<file path="src/hw/rtl/lds_pkg.sv">
package lds_pkg;

	localparam int VALUE_BYTES_DEF   = 32;
	localparam int LENGTH_BITS_DEF   = 16;
	localparam int WINDOW_BYTES      = 32;
	localparam int WINDOW_BITS       = WINDOW_BYTES * 8;
	localparam int WORD_BITS         = 64;
	localparam int WORDS_PER_VALUE   = WINDOW_BITS / WORD_BITS;
	localparam int MAX_SIG_LEN_BYTES = 8;

	localparam logic [7:0] TAG_SEQUENCE = 8'h30;
	localparam logic [7:0] TAG_INTEGER  = 8'h02;

	localparam logic [2:0] LAST_WORD_INDEX = 3'd7;

	typedef enum logic [1:0] {
		STATUS_OK        = 2'd0,
		STATUS_MALFORMED = 2'd1,
		STATUS_TOO_LONG  = 2'd2
	} status_t;

	typedef enum logic [3:0] {
		PH_SEQ_TAG  = 4'd0,
		PH_SEQ_LEN  = 4'd1,
		PH_SEQ_SKIP = 4'd2,
		PH_R_TAG    = 4'd3,
		PH_R_LEN    = 4'd4,
		PH_R_LENB   = 4'd5,
		PH_R_VAL    = 4'd6,
		PH_S_TAG    = 4'd7,
		PH_S_LEN    = 4'd8,
		PH_S_LENB   = 4'd9,
		PH_S_VAL    = 4'd10,
		PH_DONE     = 4'd11,
		PH_ERR      = 4'd12
	} phase_t;

	typedef struct packed {
		logic [7:0] data_byte;
		logic       last_byte;
	} in_item_t;

	typedef struct packed {
		logic [2:0]           word_index;
		logic [WORD_BITS-1:0] data_word;
		logic [1:0]           status;
		logic                 last_word;
	} out_item_t;

	typedef struct packed {
		logic                   load;
		status_t                status;
		logic [WINDOW_BITS-1:0] r_value;
		logic [WINDOW_BITS-1:0] s_value;
	} burst_load_t;

endpackage

</file>
<file path="src/hw/rtl/lds_parser.sv">
module lds_parser
	import lds_pkg::*;
#(
	parameter int VALUE_BYTES = VALUE_BYTES_DEF,
	parameter int LENGTH_BITS = LENGTH_BITS_DEF
) (
	input  logic        clk,
	input  logic        arst_n,
	input  logic        take,
	input  in_item_t    item,
	output burst_load_t burst
);

	localparam int SVB_W = $clog2(VALUE_BYTES + 1);

	phase_t                 phase_q, phase_d;
	logic [6:0]             len_left_q, len_left_d;
	logic [3:0]             sig_len_q, sig_len_d;
	logic [LENGTH_BITS-1:0] acc_q, acc_d;
	logic [LENGTH_BITS-1:0] cont_q, cont_d;
	logic [SVB_W-1:0]       sig_val_q, sig_val_d;
	logic [WINDOW_BITS-1:0] r_q, r_d, s_q, s_d;
	logic                   too_long_q, too_long_d;

	logic                   is_s;
	phase_t                 len_ph, lenb_ph, val_ph, after_ph;
	logic                   start;
	logic [LENGTH_BITS-1:0] start_len;
	logic [LENGTH_BITS+7:0] acc_wide;
	logic [LENGTH_BITS-1:0] acc_next;
	logic [7:0]             b;
	status_t                status;

	assign b        = item.data_byte;
	assign is_s     = (phase_q == PH_S_TAG) || (phase_q == PH_S_LEN) ||
	                  (phase_q == PH_S_LENB) || (phase_q == PH_S_VAL);
	assign len_ph   = is_s ? PH_S_LEN : PH_R_LEN;
	assign lenb_ph  = is_s ? PH_S_LENB : PH_R_LENB;
	assign val_ph   = is_s ? PH_S_VAL : PH_R_VAL;
	assign after_ph = is_s ? PH_DONE : PH_S_TAG;
	assign acc_wide = {acc_q, b};
	assign acc_next = (|acc_wide[LENGTH_BITS+7:LENGTH_BITS]) ? {LENGTH_BITS{1'b1}}
	                                                        : acc_wide[LENGTH_BITS-1:0];

	always_comb begin
		phase_d    = phase_q;
		len_left_d = len_left_q;
		sig_len_d  = sig_len_q;
		acc_d      = acc_q;
		cont_d     = cont_q;
		sig_val_d  = sig_val_q;
		r_d        = r_q;
		s_d        = s_q;
		too_long_d = too_long_q;
		start      = 1'b0;
		start_len  = '0;
		case (phase_q)
			PH_SEQ_TAG: begin
				phase_d = (b == TAG_SEQUENCE) ? PH_SEQ_LEN : PH_ERR;
			end
			PH_SEQ_LEN: begin
				if (b[7] && (b[6:0] != 7'd0)) begin
					len_left_d = b[6:0];
					phase_d    = PH_SEQ_SKIP;
				end else begin
					phase_d = PH_R_TAG;
				end
			end
			PH_SEQ_SKIP: begin
				len_left_d = len_left_q - 7'd1;
				if (len_left_q == 7'd1) begin
					phase_d = PH_R_TAG;
				end
			end
			PH_R_TAG, PH_S_TAG: begin
				phase_d = (b == TAG_INTEGER) ? len_ph : PH_ERR;
			end
			PH_R_LEN, PH_S_LEN: begin
				if (b[7]) begin
					len_left_d = b[6:0];
					sig_len_d  = 4'd0;
					acc_d      = '0;
					if (b[6:0] == 7'd0) begin
						start = 1'b1;
					end else begin
						phase_d = lenb_ph;
					end
				end else begin
					start     = 1'b1;
					start_len = {{(LENGTH_BITS-7){1'b0}}, b[6:0]};
				end
			end
			PH_R_LENB, PH_S_LENB: begin
				if ((sig_len_q != 4'd0) || (b != 8'd0)) begin
					sig_len_d = sig_len_q + 4'd1;
					acc_d     = acc_next;
				end
				len_left_d = len_left_q - 7'd1;
				if (len_left_q == 7'd1) begin
					start     = 1'b1;
					start_len = acc_d;
				end
				if (((sig_len_q != 4'd0) || (b != 8'd0)) &&
				    (sig_len_q == 4'(MAX_SIG_LEN_BYTES - 1))) begin
					sig_len_d  = sig_len_q + 4'd1;
					acc_d      = acc_q;
					len_left_d = len_left_q;
					start      = 1'b0;
					phase_d    = PH_ERR;
				end
			end
			PH_R_VAL, PH_S_VAL: begin
				if ((sig_val_q != '0) || (b != 8'd0)) begin
					if (sig_val_q < SVB_W'(VALUE_BYTES)) begin
						sig_val_d = sig_val_q + SVB_W'(1);
						if (is_s) begin
							s_d = {s_q[WINDOW_BITS-9:0], b};
						end else begin
							r_d = {r_q[WINDOW_BITS-9:0], b};
						end
					end else begin
						too_long_d = 1'b1;
					end
				end
				cont_d = cont_q - LENGTH_BITS'(1);
				if (cont_q == LENGTH_BITS'(1)) begin
					phase_d = after_ph;
				end
			end
			default: begin
				phase_d = phase_q;
			end
		endcase
		if (start) begin
			cont_d    = start_len;
			sig_val_d = '0;
			phase_d   = (start_len != '0) ? val_ph : after_ph;
		end
	end

	always_comb begin
		if (phase_d != PH_DONE) begin
			status = STATUS_MALFORMED;
		end else if (too_long_d) begin
			status = STATUS_TOO_LONG;
		end else begin
			status = STATUS_OK;
		end
		burst.load    = take && item.last_byte;
		burst.status  = status;
		burst.r_value = (status == STATUS_OK) ? r_d : '0;
		burst.s_value = (status == STATUS_OK) ? s_d : '0;
	end

	always_ff @(posedge clk or negedge arst_n) begin
		if (!arst_n) begin
			phase_q    <= PH_SEQ_TAG;
			len_left_q <= '0;
			sig_len_q  <= '0;
			acc_q      <= '0;
			cont_q     <= '0;
			sig_val_q  <= '0;
			r_q        <= '0;
			s_q        <= '0;
			too_long_q <= 1'b0;
		end else if (take) begin
			if (item.last_byte) begin
				phase_q    <= PH_SEQ_TAG;
				len_left_q <= '0;
				sig_len_q  <= '0;
				acc_q      <= '0;
				cont_q     <= '0;
				sig_val_q  <= '0;
				r_q        <= '0;
				s_q        <= '0;
				too_long_q <= 1'b0;
			end else begin
				phase_q    <= phase_d;
				len_left_q <= len_left_d;
				sig_len_q  <= sig_len_d;
				acc_q      <= acc_d;
				cont_q     <= cont_d;
				sig_val_q  <= sig_val_d;
				r_q        <= r_d;
				s_q        <= s_d;
				too_long_q <= too_long_d;
			end
		end
	end

endmodule

</file>
<file path="src/hw/rtl/lds_emitter.sv">
module lds_emitter
	import lds_pkg::*;
(
	input  logic        clk,
	input  logic        arst_n,
	input  burst_load_t burst,
	output logic        free,
	output logic        word_valid,
	input  logic        word_ready,
	output out_item_t   word_item
);

	logic                   busy_q;
	logic [2:0]             idx_q;
	status_t                status_q;
	logic [WINDOW_BITS-1:0] r_q, s_q;
	logic [WINDOW_BITS-1:0] sel;
	logic [1:0]             slot;
	logic                   pop;

	assign pop        = busy_q && word_ready;
	assign free       = !busy_q || (pop && (idx_q == LAST_WORD_INDEX));
	assign word_valid = busy_q;
	assign sel        = idx_q[2] ? s_q : r_q;
	assign slot       = 2'(WORDS_PER_VALUE - 1) - idx_q[1:0];

	always_comb begin
		word_item.word_index = idx_q;
		word_item.data_word  = sel[slot * WORD_BITS +: WORD_BITS];
		word_item.status     = status_q;
		word_item.last_word  = (idx_q == LAST_WORD_INDEX);
	end

	always_ff @(posedge clk or negedge arst_n) begin
		if (!arst_n) begin
			busy_q <= 1'b0;
			idx_q  <= '0;
		end else if (burst.load) begin
			busy_q <= 1'b1;
			idx_q  <= '0;
		end else if (pop) begin
			if (idx_q == LAST_WORD_INDEX) begin
				busy_q <= 1'b0;
			end
			idx_q <= idx_q + 3'd1;
		end
	end

	always_ff @(posedge clk) begin
		if (burst.load) begin
			status_q <= burst.status;
			r_q      <= burst.r_value;
			s_q      <= burst.s_value;
		end
	end

endmodule

</file>
<file path="src/hw/rtl/lax_der_signature_parser.sv">
// DER signature parser: one signature byte per transaction on the sig_*
// channel, last_byte set on the final byte of each signature.
// Each byte is parsed in the cycle it is accepted; the parse state is the only
// input-side storage: one byte per cycle is sustained while sig_ready is high.
// The last byte loads an eight-word result buffer; the words leave on the
// word_* channel, R then S, most significant first, starting the cycle after
// the last byte is accepted, one word per cycle while word_ready is high.
// Malformed and too-long signatures return eight zero words with their status.
// Bytes of the next signature are accepted while the burst drains. A last
// byte is held off (sig_ready low) only while the buffer still has words
// other than the final one being taken this cycle, so a new burst can load
// in the same cycle the final word of the previous burst is taken.
// A stalled receiver holds the current word unchanged.
// Reset (arst_n low) clears the parse state and drops any pending words;
// the block is ready on the first cycle after reset.
module lax_der_signature_parser
	import lds_pkg::*;
#(
	parameter int VALUE_BYTES = VALUE_BYTES_DEF,
	parameter int LENGTH_BITS = LENGTH_BITS_DEF
) (
	input  logic      clk,
	input  logic      arst_n,
	input  logic      sig_valid,
	output logic      sig_ready,
	input  in_item_t  sig_item,
	output logic      word_valid,
	input  logic      word_ready,
	output out_item_t word_item
);

	burst_load_t burst;
	logic        free;
	logic        take;

	assign sig_ready = free || !sig_item.last_byte;
	assign take      = sig_valid && sig_ready;

	lds_parser #(
		.VALUE_BYTES(VALUE_BYTES),
		.LENGTH_BITS(LENGTH_BITS)
	) u_parser (
		.clk   (clk),
		.arst_n(arst_n),
		.take  (take),
		.item  (sig_item),
		.burst (burst)
	);

	lds_emitter u_emitter (
		.clk       (clk),
		.arst_n    (arst_n),
		.burst     (burst),
		.free      (free),
		.word_valid(word_valid),
		.word_ready(word_ready),
		.word_item (word_item)
	);

endmodule

</file>
<file path="config.mk">
export PLATFORM = sky130hd
export DESIGN_NAME = lax_der_signature_parser
export DESIGN_NICKNAME = d
export VERILOG_FILES = /design/src/hw/rtl/lds_pkg.sv /design/src/hw/rtl/lds_parser.sv /design/src/hw/rtl/lds_emitter.sv /design/src/hw/rtl/lax_der_signature_parser.sv
export SDC_FILE = /design/constraint.sdc
export NUM_CORES = 2
export LEC_CHECK = 0
export BUFFER_PORTS_ARGS = -buffer_cell sky130_fd_sc_hd__clkbuf_2
export CORE_MARGIN = 2
export CORE_UTILIZATION = 69
export DETAILED_ROUTE_END_ITERATION = 12
export PLACE_DENSITY_LB_ADDON = 0.05
export SLEW_MARGIN = 10
export SYNTH_ARGS = -nofsm -noshare
export SYNTH_HDL_FRONTEND = slang
export SYNTH_SLANG_ARGS = --single-unit
export TNS_END_PERCENT = 1
</file>
<file path="constraint.sdc">
create_clock -name clk -period 35.3 [get_ports clk]
set_input_delay 7.06 -clock clk [delete_from_list [all_inputs] [get_ports clk]]
set_output_delay 7.06 -clock clk [all_outputs]
set_load 0.02 [all_outputs]
</file>
==> key figures <==
Status
  – Outcome: finished clean

Die
  – Core area: 82100 um2
  – Starting density of the core: 69.8%
  – Ports: 85
  – Die area: 85400 um2
  – Chip Width: 292 um
  – Row cnt: 105
  – Die extent in y: 292 um

Placed design
  – Pre-CTS setup slack: 20.21 ns
  – Final GP Congestion: 0.917
  – Post-DP HPWL: 77200 um
  – Port-buffer cells: 84

Timing
  – Max frequency: 66.5 MHz
  – Final Skew: 0.0238 ns
  – Worst Setup Slack, final: 20.27 ns
  – RSZ-0062 raised after global routing: no
  – Max transition margin: 21.2%
  – Worst Tran Pin Value: 1.18 ns
  – Slew Viols, Final: 0
  – Min Tclk post-route: 15.03 ns
  – Fin. Hold Viols: 0
  – Total Neg Setup Slack: 0 ns
  – Setup Viol. Count Final: 0
  – Fin crit share: 42.6%

Global route
  – Initial antenna violation count: 3
  – Vias in the first global route: 38.6k
  – Total GRT Usage: 32.7%
  – First-pass GRT wire length: 223000 um
  – Remaining Overflow, GRT: 0
  – Largest net degree at the start of global routing: 181

Clocking
  – Clock Tree Buf Depth: 3
  – CTS Hold Bufs: 0
  – CTS tree: built
  – Post-CTS Setup Repair Bufs: 0
  – Root Buffer: clkbuf_16
  – Sinks on Clock Net: 1084
  – Post-CTS sizing: 0
  – CTS clk-pin slew, worst paths: 0.06 ns
  – Htree depth: 3
  – Num CTS Buffers: 113
  – Worst-Skew Late Latency: 0.70 ns

Detailed routing
  – DR WL/cell: 24.5 um
  – WL final: 140000 um
  – Detailed-route vias per instance: 7.10
  – Initial DRC Count: 4473
  – DRC: 0
  – First-pass DRT Iterations: 6
  – Via Count: 40.5k
  – Antenna-violating nets left: 0

Synth
  – Synthesized net count: 4812
  – Synth Flop Type: dfrtp_1
  – Synth area leader: edfxtp_1
  – Post-synth EDFFs: 514
  – Syn avg cell area: 12.0 um2
  – Cell area after synthesis: 57300 um2
  – Top cells by area, synth: edfxtp_1 (27%), dfrtp_1 (25%), mux2i_1 (8.9%), nor4_2 (8.8%), a22oi_1 (6.7%)
  – Yosys warns: 0
  – Seq/Total Area, Yosys: 51.8%
  – Post-Synthesis Cells: 4789
  – Async set-reset flop share out of synthesis: 52.6%
  – Distinct cells, synth: 68
  – Post-synth top area share: 26.9%
  – #FFs+latches synth: 1084

Job
  – Max cap viols: 0

Critical path
  – Critical Path AT: 7.97 ns
  – WP data required: 28.24 ns
  – Max FO, Critical Path: 164
  – CP Class: in -> out
  – CP startpoint kind: primary input
  – Delay-heaviest family, CP: buffers and inverters
  – Crit path largest cell delay: 0.60 ns
  – CP cell instances: buf_8 -> nand2_1 -> clkbuf_2
  – Nature of the critical path endpoint: output port
  – CP bufs+invs: 2
  – Critical-path top delay cell: buf_8

Min path
  – Hold crit path type: reg -> reg

Power
  – P_leak: 23.5 nW
  – Pwr dens: 66.5 nW/um2
  – VDD IR max: 0.106 mV

Finish
  – Layout cells sized above 1: 20.1%
  – Most frequent cells in the layout: o21ai_0 (571), nand2_1 (567), dfrtp_1 (567)
  – Filler Cell Count: 5365
  – Total Nets Final: 4557
  – Commonest non-fill, non-tap cell in the layout: o21ai_0
  – Synthesis-to-finish area growth: 6.67%
  – # diodes: 0
==> synthesized netlist by cell type, types with 10 or more instances <==
library cell / n
mux2i_1: 512
a22oi_1: 515
ha_1: 10
dfrtp_1: 570
nand2_1: 568
buf_1: 36
nor4_2: 401
o21ai_0: 572
nor3_1: 32
buf_6: 44
inv_1: 13
nor4_1: 120
mux4_2: 128
a21oi_1: 28
nand3_1: 15
mux2_2: 65
buf_2: 57
clkbuf_1: 385
a31oi_1: 11
nor2_1: 70
edfxtp_1: 514
==> logic make-up after synthesis <==
family	Yosys count	synth area share, %
xor+xnor	7	0.120
compound gates	1197	13.1
flops	1084	51.8
simple gates	1251	15.2
buf+inv	535	4.21
mux	705	15.3
fa+ha+maj	10	0.218
==> worst min-delay path, stage by stage, from the launching register on <==
cell	delay, ns
dfrtp_1	0.36
nand2_1	0.06
o31ai_1	0.06
==> final timing paths <==
kind	from	end	slack, ns	depth (start not counted)
max in group asynchronous	arst_n	u_emitter.idx_q[0]	26.95	3
setup reg to reg	u_parser.sig_len_q[0]	u_emitter.s_q[254]	27.88	13
setup / recovery	sig_item[0]	sig_ready	20.27	3
hold reg to reg	u_parser.len_left_q[1]	u_parser.len_left_q[1]	0.51	2
min in group asynchronous	arst_n	u_parser.r_q[244]	6.40	1
hold / removal	u_parser.len_left_q[1]	u_parser.len_left_q[1]	0.51	2
==> power by group <==
part / switching [W] / internal [W] / total [W]
clock network: 0.000500 / 0.000688 / 0.00119
registers: 0.0000987 / 0.00141 / 0.00151
logic: 0.00101 / 0.000357 / 0.00137
total: 0.00161 / 0.00245 / 0.00406
==> state kept, by name, summed over array words and instances (netlist names) <==
signal,flops
u_parser.too_long_q,1
u_parser.r_q,256
u_parser.cont_q,16
u_emitter.r_q,256
u_parser.sig_len_q,4
u_parser.s_q,256
u_emitter.word_valid,1
u_parser.acc_q,16
u_parser.len_left_q,7
u_emitter.s_q,256
u_parser.sig_val_q,6
u_emitter.idx_q,3
u_parser.phase_q,4
u_emitter.status_q,2
==> area by class of cell <==
cell class	instances	area, um2	share of cell area, %
Tap cell	1070	1340	2.19
Clock buffer	184	3340	5.46
Clock inverter	31	347	0.567
Inverter	13	48.8	0.0798
Timing Repair Buffer	152	1060	1.74
Sequential cell	1084	29700	48.6
Multi-Input combinational cell	3170	25300	41.4
==> metrics by stage <==
| stage | area, um2 | power, W | cells | utilization [%] | hold slack (ns) |
|---|---|---|---|---|---|
| after floorplan | 57300 | 0.00262 | 4789 | - | 0.462 |
| after global placement | 57400 | 0.00287 | 5489 | 69.9 | 0.484 |
| after detailed placement | 57400 | 0.00288 | 5489 | 69.9 | 0.490 |
| after CTS | 61100 | 0.00407 | 5704 | 74.4 | 0.504 |
| after global routing | 61100 | 0.00421 | 5704 | 74.4 | 0.535 |
| final | 61100 | 0.00406 | 5704 | 74.4 | 0.509 |
==> routing by layer <==
metal  vias up  wire, um  GRT usage, %
li1      18000         -             -
met1     20700     60700          49.0
met2      1522     65300          49.6
met3       252      9140          4.75
met4         2      4540          11.0
met5         -        13             0
Note: power is estimated with default switching activity, not from simulation.
